--- src/rtl/haptic_rhythm_sequencer_assert.svh ---
// Assertion macros for the haptic rhythm sequencer RTL.
// No dependencies; included by the modules that carry checks.
`ifndef HAPTIC_RHYTHM_SEQUENCER_ASSERT_SVH
`define HAPTIC_RHYTHM_SEQUENCER_ASSERT_SVH

// Same-cycle implication, checked on every clock edge outside reset.
`define HRS_ASSERT_IMPL(label, ante, cons, msg) \
  label: assert property (@(posedge clk) disable iff (rst) (ante) |-> (cons)) \
    else $error(msg);

// Next-cycle implication.
`define HRS_ASSERT_NEXT(label, ante, cons, msg) \
  label: assert property (@(posedge clk) disable iff (rst) (ante) |=> (cons)) \
    else $error(msg);

`endif

--- src/rtl/hrs_pkg.sv ---
// Package for the haptic rhythm sequencer: beat ROM, rhythm tables, constants.
// No dependencies.
package hrs_pkg;

  localparam int NUM_BEATS   = 84;
  localparam int NUM_SLOTS   = 15;

  localparam logic [7:0]  PCT_UNITY   = 8'd100;
  localparam logic [7:0]  DUR_MAX     = 8'd255;
  // x / 100 == (x * 5243) >> 19 for every x below 43699
  localparam logic [15:0] RECIP_100   = 16'd5243;
  localparam int          RECIP_SHIFT = 19;

  // bit 8 set: pulse, low byte is percent; clear: silence, low byte is ms
  localparam logic [8:0] BEAT_ROM [NUM_BEATS] = '{
    9'd456, 9'd255, 9'd255,
    9'd356, 9'd90,  9'd356,
    9'd356, 9'd90,  9'd356, 9'd90,  9'd356,
    9'd436, 9'd80,  9'd336,
    9'd336, 9'd80,  9'd436,
    9'd336, 9'd70,  9'd336, 9'd70,  9'd436,
    9'd436, 9'd70,  9'd336, 9'd70,  9'd336,
    9'd356, 9'd100, 9'd356, 9'd100, 9'd356, 9'd100, 9'd356,
    9'd356, 9'd160, 9'd356, 9'd120, 9'd356, 9'd90,  9'd356, 9'd70,  9'd356,
    9'd356, 9'd70,  9'd356, 9'd90,  9'd356, 9'd120, 9'd356, 9'd160, 9'd356,
    9'd356, 9'd70,  9'd356, 9'd70,  9'd356, 9'd255, 9'd45,  9'd396,
    9'd376, 9'd70,  9'd376, 9'd255, 9'd195,
    9'd456, 9'd120, 9'd326, 9'd70,  9'd326,
    9'd336, 9'd60,  9'd336, 9'd60,  9'd336, 9'd60,  9'd336, 9'd60,  9'd336,
    9'd356, 9'd200, 9'd356, 9'd70,  9'd356
  };

  localparam logic [6:0] RHYTHM_START [NUM_SLOTS] = '{
    7'd0, 7'd3, 7'd6, 7'd11, 7'd14, 7'd17, 7'd22, 7'd27,
    7'd34, 7'd43, 7'd52, 7'd60, 7'd65, 7'd70, 7'd79
  };

  localparam logic [3:0] RHYTHM_LEN [NUM_SLOTS] = '{
    4'd3, 4'd3, 4'd5, 4'd3, 4'd3, 4'd5, 4'd5, 4'd7,
    4'd9, 4'd9, 4'd8, 4'd5, 4'd5, 4'd9, 4'd5
  };

  function automatic logic [8:0] beat_word(input logic [6:0] addr);
    return (addr < 7'(NUM_BEATS)) ? BEAT_ROM[addr] : BEAT_ROM[0];
  endfunction

  function automatic logic [6:0] rhythm_start(input logic [3:0] idx);
    return (idx < 4'(NUM_SLOTS)) ? RHYTHM_START[idx] : 7'd0;
  endfunction

  function automatic logic [3:0] rhythm_len(input logic [3:0] idx);
    return (idx < 4'(NUM_SLOTS)) ? RHYTHM_LEN[idx] : 4'd1;
  endfunction

endpackage

--- src/rtl/hrs_mul.sv ---
// Shared registered multiplier for the haptic rhythm sequencer.
// No package dependencies.
module hrs_mul #(
  parameter int AW = 16,
  parameter int BW = 16
) (
  input  logic               clk,
  input  logic [AW-1:0]      a,
  input  logic [BW-1:0]      b,
  output logic [AW+BW-1:0]   p
);

  always_ff @(posedge clk) begin
    p <= (AW+BW)'(a) * (AW+BW)'(b);
  end

endmodule

--- src/rtl/haptic_rhythm_sequencer.sv ---
// Haptic rhythm sequencer top level: control sequencer, step datapath, config register.
// Depends on hrs_pkg, hrs_mul and haptic_rhythm_sequencer_assert.svh.
//
//  channel   | handshake                | payload
//  ----------+--------------------------+-----------------------------------------
//  request   | start in, busy out       | effect_code, pulse_ms
//  step      | strobe out (1 cycle)     | step_valid, drive_level, duration_ms,
//            |                          | total_ms, last_step
//  config    | cfg_valid in, cfg_ready  | cfg_data (ringtone_base)
//
// A request is taken on start && !busy. An unsupported code yields its single
// result the next cycle and the block stays ready. A rhythm walks its beats one
// at a time: a silence passes through fetch and emit, a pulse through fetch,
// two passes through the shared 16x16 multiplier for base*percent/100, and emit.
// The longest rhythm has nine beats, five of them pulses; busy drops with the
// last step strobe. Reset (rst, synchronous) restores ringtone_base to 6. The
// step receiver cannot stall; each strobe is a transfer.
`include "haptic_rhythm_sequencer_assert.svh"

module haptic_rhythm_sequencer #(
  parameter int NUM_RHYTHMS = 15,
  parameter int FULL_DRIVE  = 255
) (
  input  logic        clk,
  input  logic        rst,
  // request
  input  logic        start,
  output logic        busy,
  input  logic [7:0]  effect_code,
  input  logic [7:0]  pulse_ms,
  // step results
  output logic        strobe,
  output logic        step_valid,
  output logic [7:0]  drive_level,
  output logic [7:0]  duration_ms,
  output logic [11:0] total_ms,
  output logic        last_step,
  // config
  input  logic        cfg_valid,
  output logic        cfg_ready,
  input  logic [7:0]  cfg_data
);

  typedef enum logic [2:0] {
    S_IDLE,
    S_FETCH,
    S_MUL_A,
    S_MUL_B,
    S_EMIT
  } state_t;

  state_t      state;
  logic [7:0]  ringtone_base;
  logic [7:0]  base_ms;
  logic [6:0]  beat_cursor;
  logic [3:0]  beats_left;
  logic [8:0]  beat;
  logic [8:0]  beat_rd;
  logic [7:0]  prev_pulse_pct;
  logic [7:0]  prev_pulse_len;
  logic [11:0] length_sum;

  // request decode
  logic [8:0]  code_diff;
  logic        code_ok;

  // shared multiplier
  logic [15:0] mul_a;
  logic [15:0] mul_b;
  logic [31:0] mul_p;

  // step datapath
  logic [9:0]  pulse_q;
  logic [8:0]  floor_ms;
  logic [7:0]  dur_next;
  logic [11:0] length_sum_next;

  assign cfg_ready = !busy;

  assign code_diff = {1'b0, effect_code} - {1'b0, ringtone_base};
  assign code_ok   = !code_diff[8] && (code_diff[7:0] < 8'(NUM_RHYTHMS));

  // beat ROM word at the cursor
  assign beat_rd = hrs_pkg::beat_word(beat_cursor);

  // first pass: base * percent; second pass: product * reciprocal of 100
  always_comb begin
    if (state == S_MUL_B) begin
      mul_a = mul_p[15:0];
      mul_b = hrs_pkg::RECIP_100;
    end else begin
      mul_a = {8'd0, base_ms};
      mul_b = {8'd0, beat[7:0]};
    end
  end

  hrs_mul #(
    .AW(16),
    .BW(16)
  ) u_mul (
    .clk (clk),
    .a   (mul_a),
    .b   (mul_b),
    .p   (mul_p)
  );

  // duration of the current beat; mul_p holds the scaled quotient in S_EMIT
  always_comb begin
    pulse_q  = mul_p[hrs_pkg::RECIP_SHIFT +: 10];
    floor_ms = {prev_pulse_len, 1'b0};
    if (beat[8]) begin
      dur_next = (pulse_q > 10'(hrs_pkg::DUR_MAX)) ? hrs_pkg::DUR_MAX : pulse_q[7:0];
    end else if (prev_pulse_pct > hrs_pkg::PCT_UNITY) begin
      // silence after a strong pulse: at least twice that pulse, capped
      if (floor_ms >= 9'(hrs_pkg::DUR_MAX)) begin
        dur_next = hrs_pkg::DUR_MAX;
      end else begin
        dur_next = (beat[7:0] > floor_ms[7:0]) ? beat[7:0] : floor_ms[7:0];
      end
    end else begin
      dur_next = beat[7:0];
    end
    length_sum_next = length_sum + 12'(dur_next);
  end

  always_ff @(posedge clk) begin
    if (rst) begin
      state          <= S_IDLE;
      busy           <= 1'b0;
      strobe         <= 1'b0;
      ringtone_base  <= 8'd6;
      prev_pulse_pct <= 8'd0;
      prev_pulse_len <= 8'd0;
      length_sum     <= 12'd0;
      beat_cursor    <= 7'd0;
    end else begin
      strobe <= 1'b0;
      if (cfg_valid && cfg_ready) begin
        ringtone_base <= cfg_data;
      end
      unique case (state)
        S_IDLE: begin
          if (start) begin
            base_ms        <= pulse_ms;
            prev_pulse_pct <= 8'd0;
            prev_pulse_len <= 8'd0;
            length_sum     <= 12'd0;
            if (code_ok) begin
              beat_cursor <= hrs_pkg::rhythm_start(code_diff[3:0]);
              beats_left  <= hrs_pkg::rhythm_len(code_diff[3:0]);
              busy        <= 1'b1;
              state       <= S_FETCH;
            end else begin
              // unsupported effect: one empty, final, invalid step
              beat_cursor <= 7'd0;
              strobe      <= 1'b1;
              step_valid  <= 1'b0;
              drive_level <= 8'd0;
              duration_ms <= 8'd0;
              total_ms    <= 12'd0;
              last_step   <= 1'b1;
            end
          end
        end
        S_FETCH: begin
          beat  <= beat_rd;
          state <= beat_rd[8] ? S_MUL_A : S_EMIT;
        end
        S_MUL_A: begin
          state <= S_MUL_B;
        end
        S_MUL_B: begin
          state <= S_EMIT;
        end
        S_EMIT: begin
          strobe      <= 1'b1;
          step_valid  <= 1'b1;
          drive_level <= beat[8] ? 8'(FULL_DRIVE) : 8'd0;
          duration_ms <= dur_next;
          total_ms    <= length_sum_next;
          last_step   <= (beats_left == 4'd1);
          length_sum  <= length_sum_next;
          if (beat[8]) begin
            prev_pulse_pct <= beat[7:0];
            prev_pulse_len <= dur_next;
          end else begin
            prev_pulse_pct <= 8'd0;
          end
          if (beats_left == 4'd1) begin
            busy  <= 1'b0;
            state <= S_IDLE;
          end else begin
            beats_left  <= beats_left - 4'd1;
            beat_cursor <= beat_cursor + 7'd1;
            state       <= S_FETCH;
          end
        end
        default: begin
          state <= S_IDLE;
        end
      endcase
    end
  end

  `HRS_ASSERT_IMPL(a_invalid_is_last, strobe && !step_valid, last_step, "invalid step not last")
  `HRS_ASSERT_IMPL(a_invalid_empty, strobe && !step_valid, (duration_ms == 8'd0) && (total_ms == 12'd0), "invalid step not empty")
  `HRS_ASSERT_IMPL(a_last_frees, strobe && step_valid && last_step, !busy, "busy after final step")
  `HRS_ASSERT_NEXT(a_emit_strobes, state == S_EMIT, strobe && step_valid, "emit without strobe")
  `HRS_ASSERT_IMPL(a_busy_state, busy, state != S_IDLE, "busy while idle")

endmodule
--- config.mk ---
export PLATFORM = sky130hd
export DESIGN_NAME = haptic_rhythm_sequencer
export DESIGN_NICKNAME = d
export VERILOG_FILES = /design/src/rtl/hrs_pkg.sv /design/src/rtl/hrs_mul.sv /design/src/rtl/haptic_rhythm_sequencer.sv
export VERILOG_INCLUDE_DIRS = /design/src /design/src/rtl
export SDC_FILE = /design/constraint.sdc
export NUM_CORES = 1
export LEC_CHECK = 0
export BUFFER_PORTS_ARGS = -buffer_cell sky130_fd_sc_hd__buf_2
export CAP_MARGIN = 0
export CORE_ASPECT_RATIO = 0.7
export CORE_MARGIN = 4
export CORE_UTILIZATION = 51
export CTS_CLUSTER_SIZE = 8
export DETAILED_ROUTE_END_ITERATION = 8
export HOLD_SLACK_MARGIN = 0.02
export PLACE_DENSITY = 0.67
export SLEW_MARGIN = 20
export SYNTH_ARGS = -nofsm -noshare
export SYNTH_HDL_FRONTEND = slang
export SYNTH_HIERARCHICAL = 1
export SYNTH_SLANG_ARGS = --single-unit
export TNS_END_PERCENT = 5
--- constraint.sdc ---
create_clock -name clk -period 8.15 [get_ports clk]
set_input_delay 0.815 -clock clk [delete_from_list [all_inputs] [get_ports clk]]
set_output_delay 0.815 -clock clk [all_outputs]
set_load 0.05 [all_outputs]
==> results.json <==
{
  "final_antenna_net_count": 0,
  "path_class": "flop to flop",
  "synthCells": 1719,
  "crit-reg2reg-launch": "state[1]",
  "reg2reg_to": "u_mul/p[28]",
  "clock_sinks": 118,
  "outcome": "finished clean",
  "rows": 52,
  "maxSlewViolCount": 0,
  "p_leak_uw": 0.00762,
  "syn_avg_cell_area_um2": 8.79,
  "hold_class": "flop to flop",
  "cts_buffers": 17,
  "whs_endpoint": "ringtone_base[4]",
  "diodes": 0,
  "power-per-cell-area_mw_per_mm2": 152,
  "drt-total-wl_um": 38400,
  "clk_pin_slew_ns": 0.06,
  "slew_headroom_pct": 24.9,
  "coreArea_mm2": 0.0290,
  "root_buffer": "clkbuf_16",
  "dpl_worst_slack_ns": 0.765,
  "yosysWarnings": 6,
  "vias": 11700,
  "syn_to_final_growth_pct": 8.80,
  "placed_area_mm2": 0.0158,
  "arrival_ns": 7.76,
  "reg2reg_slack_ns": 0.70,
  "io_buffers": 60,
  "drive_gt1_share_pct": 8.02,
  "antenna_found_initial": 0,
  "grt_pass1_vias": 11600,
  "worstPathRequired_ns": 8.46,
  "most-common-layout-cells": "inv_1, nand2_1, fa_1, ha_1, and2_1",
  "final_cell_area_mm2": 0.0164,
  "fp.dieArea_mm2": 0.0325,
  "routedWlPerCell_um": 17.7,
  "grt_max_degree": 50,
  "synth_area_mm2": 0.0151,
  "hold_buffers": 0,
  "grt.total_usage_pct": 24.2,
  "cp-start-kind": "flop",
  "remaining_drc_errors": 0,
  "dp_hpwl_um": 29900,
  "hold_depth": 2,
  "grt_pass1_wl_um": 63000,
  "skew_ns": 0.0142,
  "fin_ws_ns": 0.703,
  "max_freq_ghz": 0.134,
  "hold_violations": 0,
  "ios": 61,
  "crit_path_end_kind": "flop",
  "overflow": 0,
  "power_uw": 2500,
  "hold_path.startpoint": "ringtone_base[4]",
  "tightest_slew_ns": 1.11,
  "setup_violations": 0,
  "die_height_um": 152,
  "htree_levels": 4,
  "drt_pass1_iterations": 7,
  "cts.repair.resized": 0,
  "clk_latency_ns": 0.42,
  "ff2ff_path_depth": 24,
  "final.period_utilization_pct": 91.4,
  "vias_per_cell": 5.43,
  "fin_setup_tns_ns": 0,
  "drt_iter0_drc": 1103,
  "crit_path_max_fanout": 21,
  "peakVddDrop_uv": 106,
  "place.gp.congestion": 0.915,
  "tritoncts": "done",
  "cap_violations": 0,
  "min_period_ns": 7.45,
  "initial_utilization_pct": 52.1,
  "dieWidth_um": 214,
  "post_cts_buffers": 0,
  "layout_commonest_cell": "inv_1",
  "nets": 2135,
  "rsz0062_at_grt": "false",
  "cts_buffer_depth": 2
}
[critical path: stages, from the launching register on]
cell       delay, ns
dfxtp_1         0.46
nand3_1         0.13
buf_4           0.21
inv_1           0.56
nand2_1         0.11
nand2_1         0.47
and2_1          0.24
fa_1            0.41
inv_1           0.08
fa_1            0.43
fa_1            0.51
fa_1            0.55
inv_1           0.05
fa_1            0.53
inv_1           0.05
fa_1            0.54
inv_1           0.05
ha_1            0.35
a21o_1          0.20
a21oi_1         0.19
a21oi_1         0.09
o31a_1          0.24
or3_4           0.36
a2111oi_2       0.29
and4b_1         0.22
[sequential cells by signal (all words and copies together), names as in the netlist, 4 cells and up]
register and cells:
ringtone_base 8, base_ms 8, duration_ms 8, length_sum 12
u_mul/p 26, prev_pulse_pct 8, total_ms 12, beat 9
beats_left 4, beat_cursor 7, prev_pulse_len 8
[per-stage QoR]
| step | util [%] | hold WS [ns] | cells |
|---|---|---|---|
| after floorplan | - | 0.419 | 1757 |
| after global placement | 54.4 | 0.447 | 2129 |
| after detailed placement | 54.4 | 0.448 | 2129 |
| after CTS | 56.6 | 0.456 | 2161 |
| after global routing | 56.6 | 0.480 | 2161 |
| final | 56.6 | 0.457 | 2161 |
[how the worst max path moves through the flow]
stage / slack (ns) / start / depth (start not counted) / end
after floorplan: 1.28 / state[1] / 25 / u_mul/p[28]
after global placement: 0.91 / state[1] / 24 / u_mul/p[28]
after detailed placement: 0.77 / state[1] / 24 / u_mul/p[28]
after CTS: 0.71 / state[1] / 24 / u_mul/p[28]
after global routing: 0.30 / state[1] / 25 / u_mul/p[28]
final: 0.70 / state[1] / 24 / u_mul/p[28]
[power breakdown]
| group | internal [µW] | switching (µW) |
|---|---|---|
| Combinational | 383 | 613 |
| Clock | 527 | 276 |
| Sequential | 673 | 24.1 |
| Total | 1580 | 913 |
[layout make-up]
| type | instances | area (µm²) |
|---|---|---|
| multi-input cells | 1290 | 11100 |
| repair buffers | 80 | 450 |
| clock buffers | 22 | 497 |
| inverters | 263 | 987 |
| well taps | 378 | 473 |
| clock inverters | 10 | 140 |
| flip-flops and latches | 118 | 2800 |
| fillers | 2585 | 12600 |
[routing by layer]
metal,track usage (%),vias to the layer above,part of all wire (%)
met5,0,-,0
met4,2.92,0,0.70
met3,7.50,29,10
met2,32.0,447,40
met1,39.6,5633,50
li1,-,5625,-
No activity file was read; power rests on OpenSTA's default activity.
